**src/design/tfcd_pkg.sv**
```systemverilog
// ----------------------------------------------------------------------------
// tfcd_pkg
// Shared types, register indexes and defaults for the tiled frame change
// detector.
// ----------------------------------------------------------------------------
package tfcd_pkg;

	localparam int MAX_THUMB_WIDTH  = 64;
	localparam int MAX_THUMB_HEIGHT = 64;
	localparam int TILES_X          = 8;
	localparam int TILES_Y          = 8;

	localparam int CFG_IDX_W  = 2;
	localparam int CFG_DATA_W = 16;
	localparam int SIZE_W     = 7;
	localparam int THR_W      = 16;
	localparam int DIFF_W     = 10;

	localparam logic [CFG_IDX_W-1:0] REG_THUMB_WIDTH   = 2'd0;
	localparam logic [CFG_IDX_W-1:0] REG_THUMB_HEIGHT  = 2'd1;
	localparam logic [CFG_IDX_W-1:0] REG_DUP_THRESHOLD = 2'd2;

	localparam logic [SIZE_W-1:0] THUMB_WIDTH_RST   = 7'd64;
	localparam logic [SIZE_W-1:0] THUMB_HEIGHT_RST  = 7'd64;
	localparam logic [THR_W-1:0]  DUP_THRESHOLD_RST = 16'd256;

	typedef struct packed {
		logic [7:0] red;
		logic [7:0] green;
		logic [7:0] blue;
	} pixel_t;

	typedef struct packed {
		logic        is_duplicate;
		logic        was_compared;
		logic [15:0] max_tile_diff;
	} result_t;

	typedef enum logic [2:0] {
		ST_RUN,
		ST_DRAIN,
		ST_RD,
		ST_LD,
		ST_DIV,
		ST_DONE
	} state_t;

endpackage

```
**src/design/tfcd_div.sv**
```systemverilog
// ----------------------------------------------------------------------------
// tfcd_div
// Restoring divider, one quotient bit per cycle.
// ----------------------------------------------------------------------------
module tfcd_div #(
	parameter int DW = 24,
	parameter int VW = 9
) (
	input  logic          clk,
	input  logic          arst_n,
	input  logic          start,
	input  logic [DW-1:0] dividend,
	input  logic [VW-1:0] divisor,
	output logic          done,
	output logic [DW-1:0] quotient
);
	import tfcd_pkg::*;

	localparam int CW = $clog2(DW + 1);

	logic [DW-1:0] q_q;
	logic [VW-1:0] rem_q;
	logic [VW-1:0] dvs_q;
	logic [CW-1:0] cnt_q;
	logic          run_q;
	logic          done_q;
	logic [VW:0]   rem_sh;
	logic [VW:0]   rem_sub;
	logic          ge;

	always_comb begin
		rem_sh  = {rem_q, q_q[DW-1]};
		ge      = rem_sh >= {1'b0, dvs_q};
		rem_sub = rem_sh - {1'b0, dvs_q};
	end

	always_ff @(posedge clk) begin
		if (start) begin
			q_q   <= dividend;
			rem_q <= '0;
			dvs_q <= divisor;
		end else if (run_q) begin
			q_q   <= {q_q[DW-2:0], ge};
			rem_q <= ge ? rem_sub[VW-1:0] : rem_sh[VW-1:0];
		end
	end

	always_ff @(posedge clk or negedge arst_n) begin
		if (!arst_n) begin
			run_q  <= 1'b0;
			cnt_q  <= '0;
			done_q <= 1'b0;
		end else begin
			done_q <= run_q && cnt_q == CW'(1);
			if (start) begin
				run_q <= 1'b1;
				cnt_q <= CW'(DW);
			end else if (run_q) begin
				cnt_q <= cnt_q - CW'(1);
				if (cnt_q == CW'(1)) begin
					run_q <= 1'b0;
				end
			end
		end
	end

	assign done     = done_q;
	assign quotient = q_q;

endmodule
```
**config.mk**
```make
export PLATFORM = sky130hd
export DESIGN_NAME = tfcd_div
export DESIGN_NICKNAME = d
export VERILOG_FILES = /design/src/design/tfcd_pkg.sv /design/src/design/tfcd_div.sv
export SDC_FILE = /design/constraint.sdc
export NUM_CORES = 1
export LEC_CHECK = 0
export BUFFER_PORTS_ARGS = -buffer_cell sky130_fd_sc_hd__buf_4
export CELL_PAD_IN_SITES_DETAIL_PLACEMENT = 1
export CELL_PAD_IN_SITES_GLOBAL_PLACEMENT = 2
export CORE_MARGIN = 2
export CORE_UTILIZATION = 37
export CTS_CLUSTER_SIZE = 40
export DETAILED_ROUTE_END_ITERATION = 8
export HOLD_SLACK_MARGIN = 0.08
export PLACE_DENSITY_LB_ADDON = 0.15
export SYNTH_ARGS = -nofsm -noshare
export SYNTH_HDL_FRONTEND = slang
export SYNTH_SLANG_ARGS = --single-unit
```
**constraint.sdc**
```tcl
create_clock -name clk -period 4.9 [get_ports clk]
set_input_delay 0.245 -clock clk [delete_from_list [all_inputs] [get_ports clk]]
set_output_delay 0.245 -clock clk [all_outputs]
set_load 0.005 [all_outputs]
```
==> summary.md <==
| Metric | Value |
|---|---|
| Status | `finished clean` |
| Synth Area in Compound Gates | `0.100` |
| Final GP Congestion | `0.746` |
| Worst Path Max Fanout | `15` |
| Tot Pwr | `~1.3 mW` |
| Total GRT Usage | `0.158` |
| H-tree levels | `2` |
| Die area | `0.00737 mm^2` |
| Total negative slack | `0 ps` |
| Adder-cell share of the synthesized area | `0.0636` |
| Largest family of logic cells by synthesized area | `multiplexers` |
| Worst Tran Pin Value | `958 ps` |
| Crit end category | `flip-flop` |
| DRC Markers | `0` |
| Crit Path Category | `flip-flop to flip-flop` |
| Final ANT Viol Nets | `0` |
| Layout cells sized above 1 | `0.361` |
| Routed wire per std cell | `16.6 um` |
| Ys flop type | `edfxtp_1` |
| Multiplexer share of the synthesized area | `0.125` |
| Maximum clock path buffer count | `2` |
| Mapped Cells | `202` |
| EDFF count, synth | `33` |
| Layout Skew | `7.59 ps` |
| Sequential share of the synthesized area | `0.543` |
| Net Sw Power | `0.421 mW` |
| Async SR Flop Fraction | `0.143` |
| Critical path required time | `around 5100 ps` |
| Clock Sinks | `49` |
| Most frequent standard cell in the layout excluding fill and tap cells | `buf_4` |
| Post-CTS Setup Inserts | `0` |
| Register clock-pin slew on the reported worst setup and hold paths | `90 ps` |
| Final hold vios | `0` |
| Cell area after synthesis | `0.00248 mm^2` |
| Post-CTS Hold Buffers | `1` |
| RSZ-0062 raised after global routing | `false` |
| CP Data Arrival Time | `2940 ps` |
| Synth cell types | `47` |
| Core Box Area | `between 0.006 and 0.007 mm^2` |
| Max-slew violation count | `0` |
| Grt ovf | `0` |
| 1st-pass router iterations | `4` |
| Max-Cap Viols | `0` |
| Startpoint Class | `flip-flop` |
| Final Critical Period | `~2700 ps` |
| Static Leak | `roughly 1.3 nW` |
| Syn_nets | `250` |
| CTS Root Cell | `clkbuf_8` |
| Die Wd | `85.8 um` |
| Chip Height | `85.8 um` |
| Largest net degree at the start of global routing | `47` |
| Clk pwr share | `0.189` |
| I/O pin count | `61` |
| Layout Nets | `310` |
| Core Rows | `29` |
| FF+latch count, synth | `49` |
| Syn. warnings | `0` |
| Area growth syn-to-layout | `24.1%` |
| Mean area per synthesized cell | `12.3 um^2` |
| Total power per unit cell area | `just over 400 mW/mm^2` |
| Maximum clock frequency | `367 MHz` |
| WL final | `around 5600 um` |
| Switching Share | `0.334` |
| Routed vias/inst | `5.17` |
| Final WS setup | `around 2200 ps` |
| Simple-gate share of the synthesized area | `0.0969` |
| Number of gates resized after cts | `0` |
| Vias in the first global route | `1866` |
| Via Count | `1759` |
| CTS Buf Count | `5` |
| Seq pwr share | `0.449` |
| Xor and xnor area share after synthesis | `0.0283` |
| DRT iter0 DRCs | `50` |
| Input/output buffers | `60` |
| Cell Int Power | `0.840 mW` |
| # diodes | `0` |
| Number of setup violations in the final report | `0` |
| Place WS | `around 2200 ps` |
| Slew HR | `0.360` |
| VDD IR-drop max | `0.172 mV` |
| Gate power share | `0.363` |
| First-pass GRT wire length | `a little over 9000 um` |
| Layout filler cell count | `approximately 700` |
| Initial antenna violation count | `0` |
| CTS tree | `built` |
| Most frequent cells in the layout | `buf_4, edfxtp_1, mux2_2` |
| Final period util | `0.556` |
| Post-DP HPWL | `4140 um` |
| Hold slack | `115 ps` |
| Latest clock arrival within the worst-skew pair | `300 ps` |
| Initial Util | `0.386` |
| Hold Crit Class | `input port to flip-flop` |
-- power by group through the flow --
stage | Combinational, mW | Sequential (mW) | Clock, mW
global placement | 0.450 | 0.575 | 0
floorplan | 0.326 | 0.563 | 0
CTS | 0.462 | 0.568 | 0.248
finish | 0.457 | 0.565 | 0.238
detailed placement | 0.458 | 0.577 | 0
global route | 0.509 | 0.577 | 0.257
-- layout make-up --
cell class	count	area, um^2	area share
Clock buffer	7	76.3	0.0248
Clock inverter	1	7.51	0.00244
Inverter	17	63.8	0.0207
Multi-Input combinational cell	128	1030	0.333
Sequential cell	49	1350	0.438
Tap cell	77	96.3	0.0313
Timing Repair Buffer	61	460	0.150
-- path summary, 6_finish.rpt --
check	start	endpoint	slack, ps	cells past startpoint
min in group asynchronous	arst_n	done$_DFF_PN0_	290	2
max reg2reg	quotient[23]$_DFFE_PP_	rem_q[4]$_SDFFE_PP0P_	2180	9
min reg2reg	rem_q[8]$_SDFFE_PP0P_	rem_q[8]$_SDFFE_PP0P_	470	2
max in group asynchronous	arst_n	run_q$_DFF_PN0_	4490	2
max	quotient[23]$_DFFE_PP_	rem_q[4]$_SDFFE_PP0P_	2180	9
min	divisor[7]	dvs_q[7]$_DFFE_PP_	120	1
-- cells in the mapped netlist (all sizes together), types with 4 or more instances --
cell    number  area, um^2
mux2i        5        50.1
nand2        7        26.3
dfrtp        7         175
buf          5        31.3
dfxtp        9         180
mux2        23         259
nand2b       7        43.8
xor2         4        35.0
nor2        18        67.6
edfxtp      33         991
a211oi       5        42.5
xnor2        4        35.0
o21ai        6        30.0
ha          11         138
a21oi        8        55.1
inv         17        63.8
-- worst max-delay path: stages, from the launching register on --
cell      delay [ps]
edfxtp_1         430
inv_1             80
ha_1             150
inv_1             50
fa_1             420
a211oi_2         330
o211ai_2         130
a21oi_2          630
mux2i_1          160
a211oi_1         260
-- per-layer routing --
layer / vias up / track usage / wire (um)
li1: 856 / - / -
met1: 849 / 0.214 / 2480
met2: 43 / 0.249 / 2790
met3: 11 / 0.0404 / 278
met4: 0 / 0.0534 / 101
met5: - / 0 / 0
-- per-stage QoR --
step,std cells,util,cell area (um^2)
after floorplan,202,-,2480
after global placement,331,0.464,2980
final,340,0.479,3080
after detailed placement,331,0.464,2980
after CTS,340,0.479,3080
after global routing,340,0.479,3080
-- flip-flops by register name, indices dropped and copies added (netlist names) --
register	flops
rem_q	9
run_q	1
done	1
cnt_q	5
dvs_q	9
quotient	24
-- cells by family after synthesis --
| group | count (synthesis) |
|---|---|
| AOI/OAI and AO/OA | 33 |
| muxes | 28 |
| and+or+nand+nor | 47 |
| DFF | 49 |
| buffers and inverters | 25 |
| xor gates and xnor gates | 8 |
| adders and majority gates | 12 |
(Power assumes the default switching activity.)
