File: src/design/tfcd_pkg.sv
// ----------------------------------------------------------------------------
// tfcd_pkg
// Shared types, register indexes and defaults for the tiled frame change
// detector.
// ----------------------------------------------------------------------------
package tfcd_pkg;

	localparam int MAX_THUMB_WIDTH  = 64;
	localparam int MAX_THUMB_HEIGHT = 64;
	localparam int TILES_X          = 8;
	localparam int TILES_Y          = 8;

	localparam int CFG_IDX_W  = 2;
	localparam int CFG_DATA_W = 16;
	localparam int SIZE_W     = 7;
	localparam int THR_W      = 16;
	localparam int DIFF_W     = 10;

	localparam logic [CFG_IDX_W-1:0] REG_THUMB_WIDTH   = 2'd0;
	localparam logic [CFG_IDX_W-1:0] REG_THUMB_HEIGHT  = 2'd1;
	localparam logic [CFG_IDX_W-1:0] REG_DUP_THRESHOLD = 2'd2;

	localparam logic [SIZE_W-1:0] THUMB_WIDTH_RST   = 7'd64;
	localparam logic [SIZE_W-1:0] THUMB_HEIGHT_RST  = 7'd64;
	localparam logic [THR_W-1:0]  DUP_THRESHOLD_RST = 16'd256;

	typedef struct packed {
		logic [7:0] red;
		logic [7:0] green;
		logic [7:0] blue;
	} pixel_t;

	typedef struct packed {
		logic        is_duplicate;
		logic        was_compared;
		logic [15:0] max_tile_diff;
	} result_t;

	typedef enum logic [2:0] {
		ST_RUN,
		ST_DRAIN,
		ST_RD,
		ST_LD,
		ST_DIV,
		ST_DONE
	} state_t;

endpackage

File: src/design/tfcd_tile.sv
// ----------------------------------------------------------------------------
// tfcd_tile
// Tile accumulator memory: per tile a sample count and a difference sum.
// Read-modify-write with forwarding of the last write; valid bits make
// untouched tiles read as zero.
// ----------------------------------------------------------------------------
module tfcd_tile #(
	parameter int NT   = 64,
	parameter int TW   = 6,
	parameter int CNTW = 7,
	parameter int SUMW = 16
) (
	input  logic                        clk,
	input  logic                        arst_n,
	input  logic                        clr,
	input  logic                        acc_en,
	input  logic [TW-1:0]               acc_idx,
	input  logic [tfcd_pkg::DIFF_W-1:0] diff,
	input  logic                        walk_rd,
	input  logic [TW-1:0]               walk_idx,
	output logic [CNTW-1:0]             rd_cnt,
	output logic [SUMW-1:0]             rd_sum
);
	import tfcd_pkg::*;

	localparam int EW = CNTW + SUMW;

	logic [EW-1:0] mem [NT];
	logic [NT-1:0] vld_q;
	logic [EW-1:0] rd_s1;
	logic [TW-1:0] idx_s1;
	logic          en_s1;
	logic [TW-1:0] wr_idx_q;
	logic [EW-1:0] wr_val_q;
	logic          wr_vld_q;
	logic [EW-1:0] cur;
	logic [EW-1:0] nxt;
	logic [TW-1:0] rd_addr;

	assign rd_addr = acc_en ? acc_idx : walk_idx;

	always_ff @(posedge clk) begin
		if (acc_en || walk_rd) begin
			rd_s1  <= mem[rd_addr];
			idx_s1 <= rd_addr;
		end
		if (en_s1) begin
			mem[idx_s1] <= nxt;
			wr_idx_q    <= idx_s1;
			wr_val_q    <= nxt;
		end
	end

	always_comb begin
		if (wr_vld_q && wr_idx_q == idx_s1) begin
			cur = wr_val_q;
		end else if (vld_q[idx_s1]) begin
			cur = rd_s1;
		end else begin
			cur = '0;
		end
		nxt = {cur[EW-1:SUMW] + CNTW'(1), cur[SUMW-1:0] + SUMW'(diff)};
	end

	assign rd_cnt = cur[EW-1:SUMW];
	assign rd_sum = cur[SUMW-1:0];

	always_ff @(posedge clk or negedge arst_n) begin
		if (!arst_n) begin
			en_s1    <= 1'b0;
			vld_q    <= '0;
			wr_vld_q <= 1'b0;
		end else begin
			en_s1 <= acc_en;
			if (clr) begin
				vld_q    <= '0;
				wr_vld_q <= 1'b0;
			end else if (en_s1) begin
				vld_q[idx_s1] <= 1'b1;
				wr_vld_q      <= 1'b1;
			end
		end
	end

endmodule

File: config.mk
export PLATFORM = sky130hd
export DESIGN_NAME = tfcd_tile
export DESIGN_NICKNAME = d
export VERILOG_FILES = /design/src/design/tfcd_pkg.sv /design/src/design/tfcd_tile.sv
export SDC_FILE = /design/constraint.sdc
export NUM_CORES = 2
export LEC_CHECK = 0
export BUFFER_PORTS_ARGS = -buffer_cell sky130_fd_sc_hd__buf_2
export CAP_MARGIN = 20
export CORE_ASPECT_RATIO = 0.7
export CORE_MARGIN = 5
export CORE_UTILIZATION = 35
export CTS_CLUSTER_SIZE = 40
export DETAILED_ROUTE_END_ITERATION = 16
export PLACE_DENSITY = 0.56
export SLEW_MARGIN = 10
export SYNTH_ARGS = -nofsm -noshare
export SYNTH_HDL_FRONTEND = slang
export SYNTH_SLANG_ARGS = --single-unit
File: constraint.sdc
create_clock -name clk -period 7.9 [get_ports clk]
set_clock_uncertainty 0.15 [all_clocks]
set_input_delay 1.58 -clock clk [delete_from_list [all_inputs] [get_ports clk]]
set_output_delay 1.58 -clock clk [all_outputs]
set_load 0.02 [all_outputs]
==> metrics.md <==
| Metric | Value |
|---|---|
| Status | finished clean |
| Crit path max fanout | 34 |
| # DRC | 0 |
| Post-synthesis sequential area ratio | 0.742 |
| Pleak | 0.0251 uW |
| Cts repair resizes | 0 |
| Yosys top cell area share | 0.716 |
| Core region area | 0.182 mm^2 |
| GRT met3 Usage | 0.0455 |
| Max-slew headroom | 0.197 |
| Initial drt markers | between 5000 and 6000 |
| Distinct cells, synth | between 60 and 70 |
| Commonest cells post-synth | 1530 x edfxtp_1, 1489 x nand2_1, 752 x nand3_1, 253 x a311oi_1, 208 x nor2_1 |
| CP Cell Sequence | buf_4, mux2i_1, o21ai_0, a221oi_1, o211ai_2, nor4_4, nor2_2, a22o_1, ha_2, fa_2, a21o_1, a21oi_1, o21bai_1, a2111oi_0, o311ai_0, buf_4, xor2_4, buf_4 |
| Cells after Synth | 5011 |
| Worst Tran Pin Value | 1200 ps |
| Multiplexer share of the synthesized area | 0.00535 |
| # port buffers | 49 |
| Most used routing layer | met1 |
| Hold Path Depth | 2 |
| Final Cell Area | about 0.073 mm^2 |
| Num CTS Buffers | 152 |
| IR drop worst, VDD | 0.000212 V |
| Routability cong. | 0.846 |
| Peak Freq | 147 MHz |
| Die height | 368 um |
| Via-to-Cell Ratio | 5.48 |
| Final core utilization | 0.400 |
| M2 GR Usage | 0.271 |
| Final worst path period share | 0.862 |
| Worst EP arrival | 7200 ps |
| Die Area | 0.192 mm^2 |
| Clk_lat worst skew | 790 ps |
| Post-CTS setup buffers | 0 |
| Routed vias | 41900 |
| TritonCTS clock tree | done |
| Total GRT Usage | 0.195 |
| Worst Reg2Reg Path Length in Cells | 18 |
| CTS sink count | around 1600 |
| Post-synth ARST share | 0.0414 |
| Die width | approximately 520 um |
| Final min period | 6810 ps |
| Setup crit end kind | flop |
| Max-capacitance violation count | 0 |
| Critical Path Start Type | flop |
| CTS HTree Levels | 4 |
| Top cells by area, synth | edfxtp_1 72%, nand2_1 8.7%, nand3_1 5.9% |
| Synth Area in Compound Gates | 0.0485 |
| Detailed Place HPWL | around 100000 um |
| Routed len/inst | 25.2 um |
| Hold buffer count at CTS | 0 |
| Number of endpoints failing setup at the final stage | 0 |
| Antenna Nets Post-Route | 0 |
| Main synth FF type | edfxtp_1 |
| Synth area leader | edfxtp_1 |
| Slack of the critical path | 1090 ps |
| Area growth, synth to finish | 13.6% |
| Vias in the first global route | 38800 |
| Top Ports | 50 |
| Initial antenna violation count | 11 |
| Clock Tree Buf Depth | 3 |
| Fillers | around 17000 |
| Layout cells sized above 1 | 0.105 |
| YS warnings | 0 |
| Simple-gate area share of the yosys netlist | 0.174 |
| Area of placed instances | 0.0681 mm^2 |
| 1st-pass router iterations | 6 |
| Syn Std Cell Area | 0.0641 mm^2 |
| HP Class | flop to flop |
| Starting Density | 0.352 |
| Flip-flop and latch area | 0.0476 mm^2 |
| Multi-input logic area | 0.0155 mm^2 |
| M1 GR Usage | 0.307 |
| Crit path kind | flop to flop |
| EDFF count, synth | 1530 |
| Pins Over Slew Limit | 0 |
| First-pass GRT wire length | 277000 um |
| Yosys reg bits | ~1600 |
| Rows | about 130 |
| Slowest cell on the critical path | edfxtp_1 |
| Place WS | 1170 ps |
| Post-synthesis xor/xnor area fraction | 0.00341 |
| Clk slew on worst S/H paths | 70 ps |
| Final WL | 192000 um |
| Largest family of logic cells by synthesized area | simple AND/OR/NAND/NOR gates |
| Final Power | 18900 uW |
| Final Hold Viols | 0 |
| Clock root buffer | clkbuf_16 |
| Syn_nets | between 5000 and 6000 |
| Delay of the slowest critical-path stage | 870 ps |
| Syn_area_per_cell | about 13 um^2 |
| PD cells | 259 mW/mm^2 |
| Setup tns final | 0 ps |
| Req. time, crit path | 8290 ps |
| Top-count cell post-synth | edfxtp_1 |
| CP most frequent cell | buf_4 |
| Grt total ovfl | 0 |
| Unrepaired setup endpoints after global routing | false |
| Largest net degree at the start of global routing | 128 |
| Nets@finish | 5084 |
| Post-synthesis adder-cell area fraction | 0.00246 |
power breakdown:
group / internal (uW) / switching [uW] / total (uW)
Sequential: 9710 / 52.2 / 9770
Clock: 3890 / 3170 / 7060
Combinational: 456 / 1570 / 2030
through the flow:
stage | hold WS (ps) | cells
final | 345 | 7638
after global routing | 381 | 7633
after CTS | 345 | 7630
after detailed placement | 329 | 7348
after global placement | 324 | 7343
after floorplan | 271 | 5011
registers in the layout, indices dropped and copies added (netlist names):
name	count
rd_s1	23
en_s1	1
vld_q	64
wr_vld_q	1
mem	1472
idx_s1	6
wr_val_q	23
wr_idx_q	6
final timing paths:
| check | start | endpoint | slack [ps] |
|---|---|---|---|
| setup / recovery | idx_s1[1]$_DFFE_PP_ | mem[60][10]$_DFFE_PP_ | 1090 |
| hold / removal | vld_q[41]$_DFFE_PN0P_ | vld_q[41]$_DFFE_PN0P_ | 350 |
| setup reg to reg | idx_s1[1]$_DFFE_PP_ | mem[60][10]$_DFFE_PP_ | 1090 |
| hold reg to reg | vld_q[41]$_DFFE_PN0P_ | vld_q[41]$_DFFE_PN0P_ | 350 |
| max in group asynchronous | arst_n | vld_q[34]$_DFFE_PN0P_ | 6240 |
| min in group asynchronous | arst_n | vld_q[24]$_DFFE_PN0P_ | 760 |
routing by layer:
layer  vias to the layer above  wire length [um]
met4                         0              3450
met3                       203             20200
met1                     21300             88800
met5                         -                 0
li1                      18500                 -
met2                      1898             79700
kinds of logic (layout without fill, tap and decap cells):
logic type	after synthesis	in the layout
simple gates	2605	2605
mux	27	27
fa+ha+maj	12	12
flops	1596	1596
compound gates	389	389
buf+inv	357	519
other cells	0	5
xor+xnor	25	25
cell type report:
cell class / count / share of cell area
well taps: 2460 / 0.0422
inverters: 14 / 0.000962
flip-flops and latches: 1596 / 0.653
clock inverters: 88 / 0.00841
repair buffers: 223 / 0.0260
clock buffers: 194 / 0.0561
diodes: 5 / 0.000172
multi-input cells: 3058 / 0.213
critical path, delay by kind of cell (launching register included):
kind / cells / cell delay, ps
multiplexers: 1 / 210
XOR/XNOR: 1 / 720
buffers and inverters: 3 / 1010
adder cells (fa/ha/maj): 2 / 600
AND/OR/NAND/NOR: 2 / 600
AO/OA/AOI/OAI: 9 / 2370
flip-flops: 1 / 870
cell usage in the layout (no fill, tap or decap), drive strengths merged, types with 4 or more instances in the layout:
| cell type | n |
|---|---|
| inv | 23 |
| clkinv | 69 |
| mux4 | 4 |
| nand3b | 7 |
| clkbuf | 196 |
| mux2i | 21 |
| and3 | 93 |
| buf | 221 |
| nor2 | 210 |
| a21oi | 55 |
| xor2 | 10 |
| nand3 | 752 |
| xnor2 | 15 |
| diode | 5 |
| dfrtp | 66 |
| nand2b | 5 |
| edfxtp | 1530 |
| bufinv | 7 |
| a31oi | 25 |
| nand2 | 1489 |
| o21ai | 10 |
| a221oi | 4 |
| a311oi | 253 |
| a22o | 17 |
| ha | 11 |
| nor3 | 26 |
(Power assumes the default switching activity.)
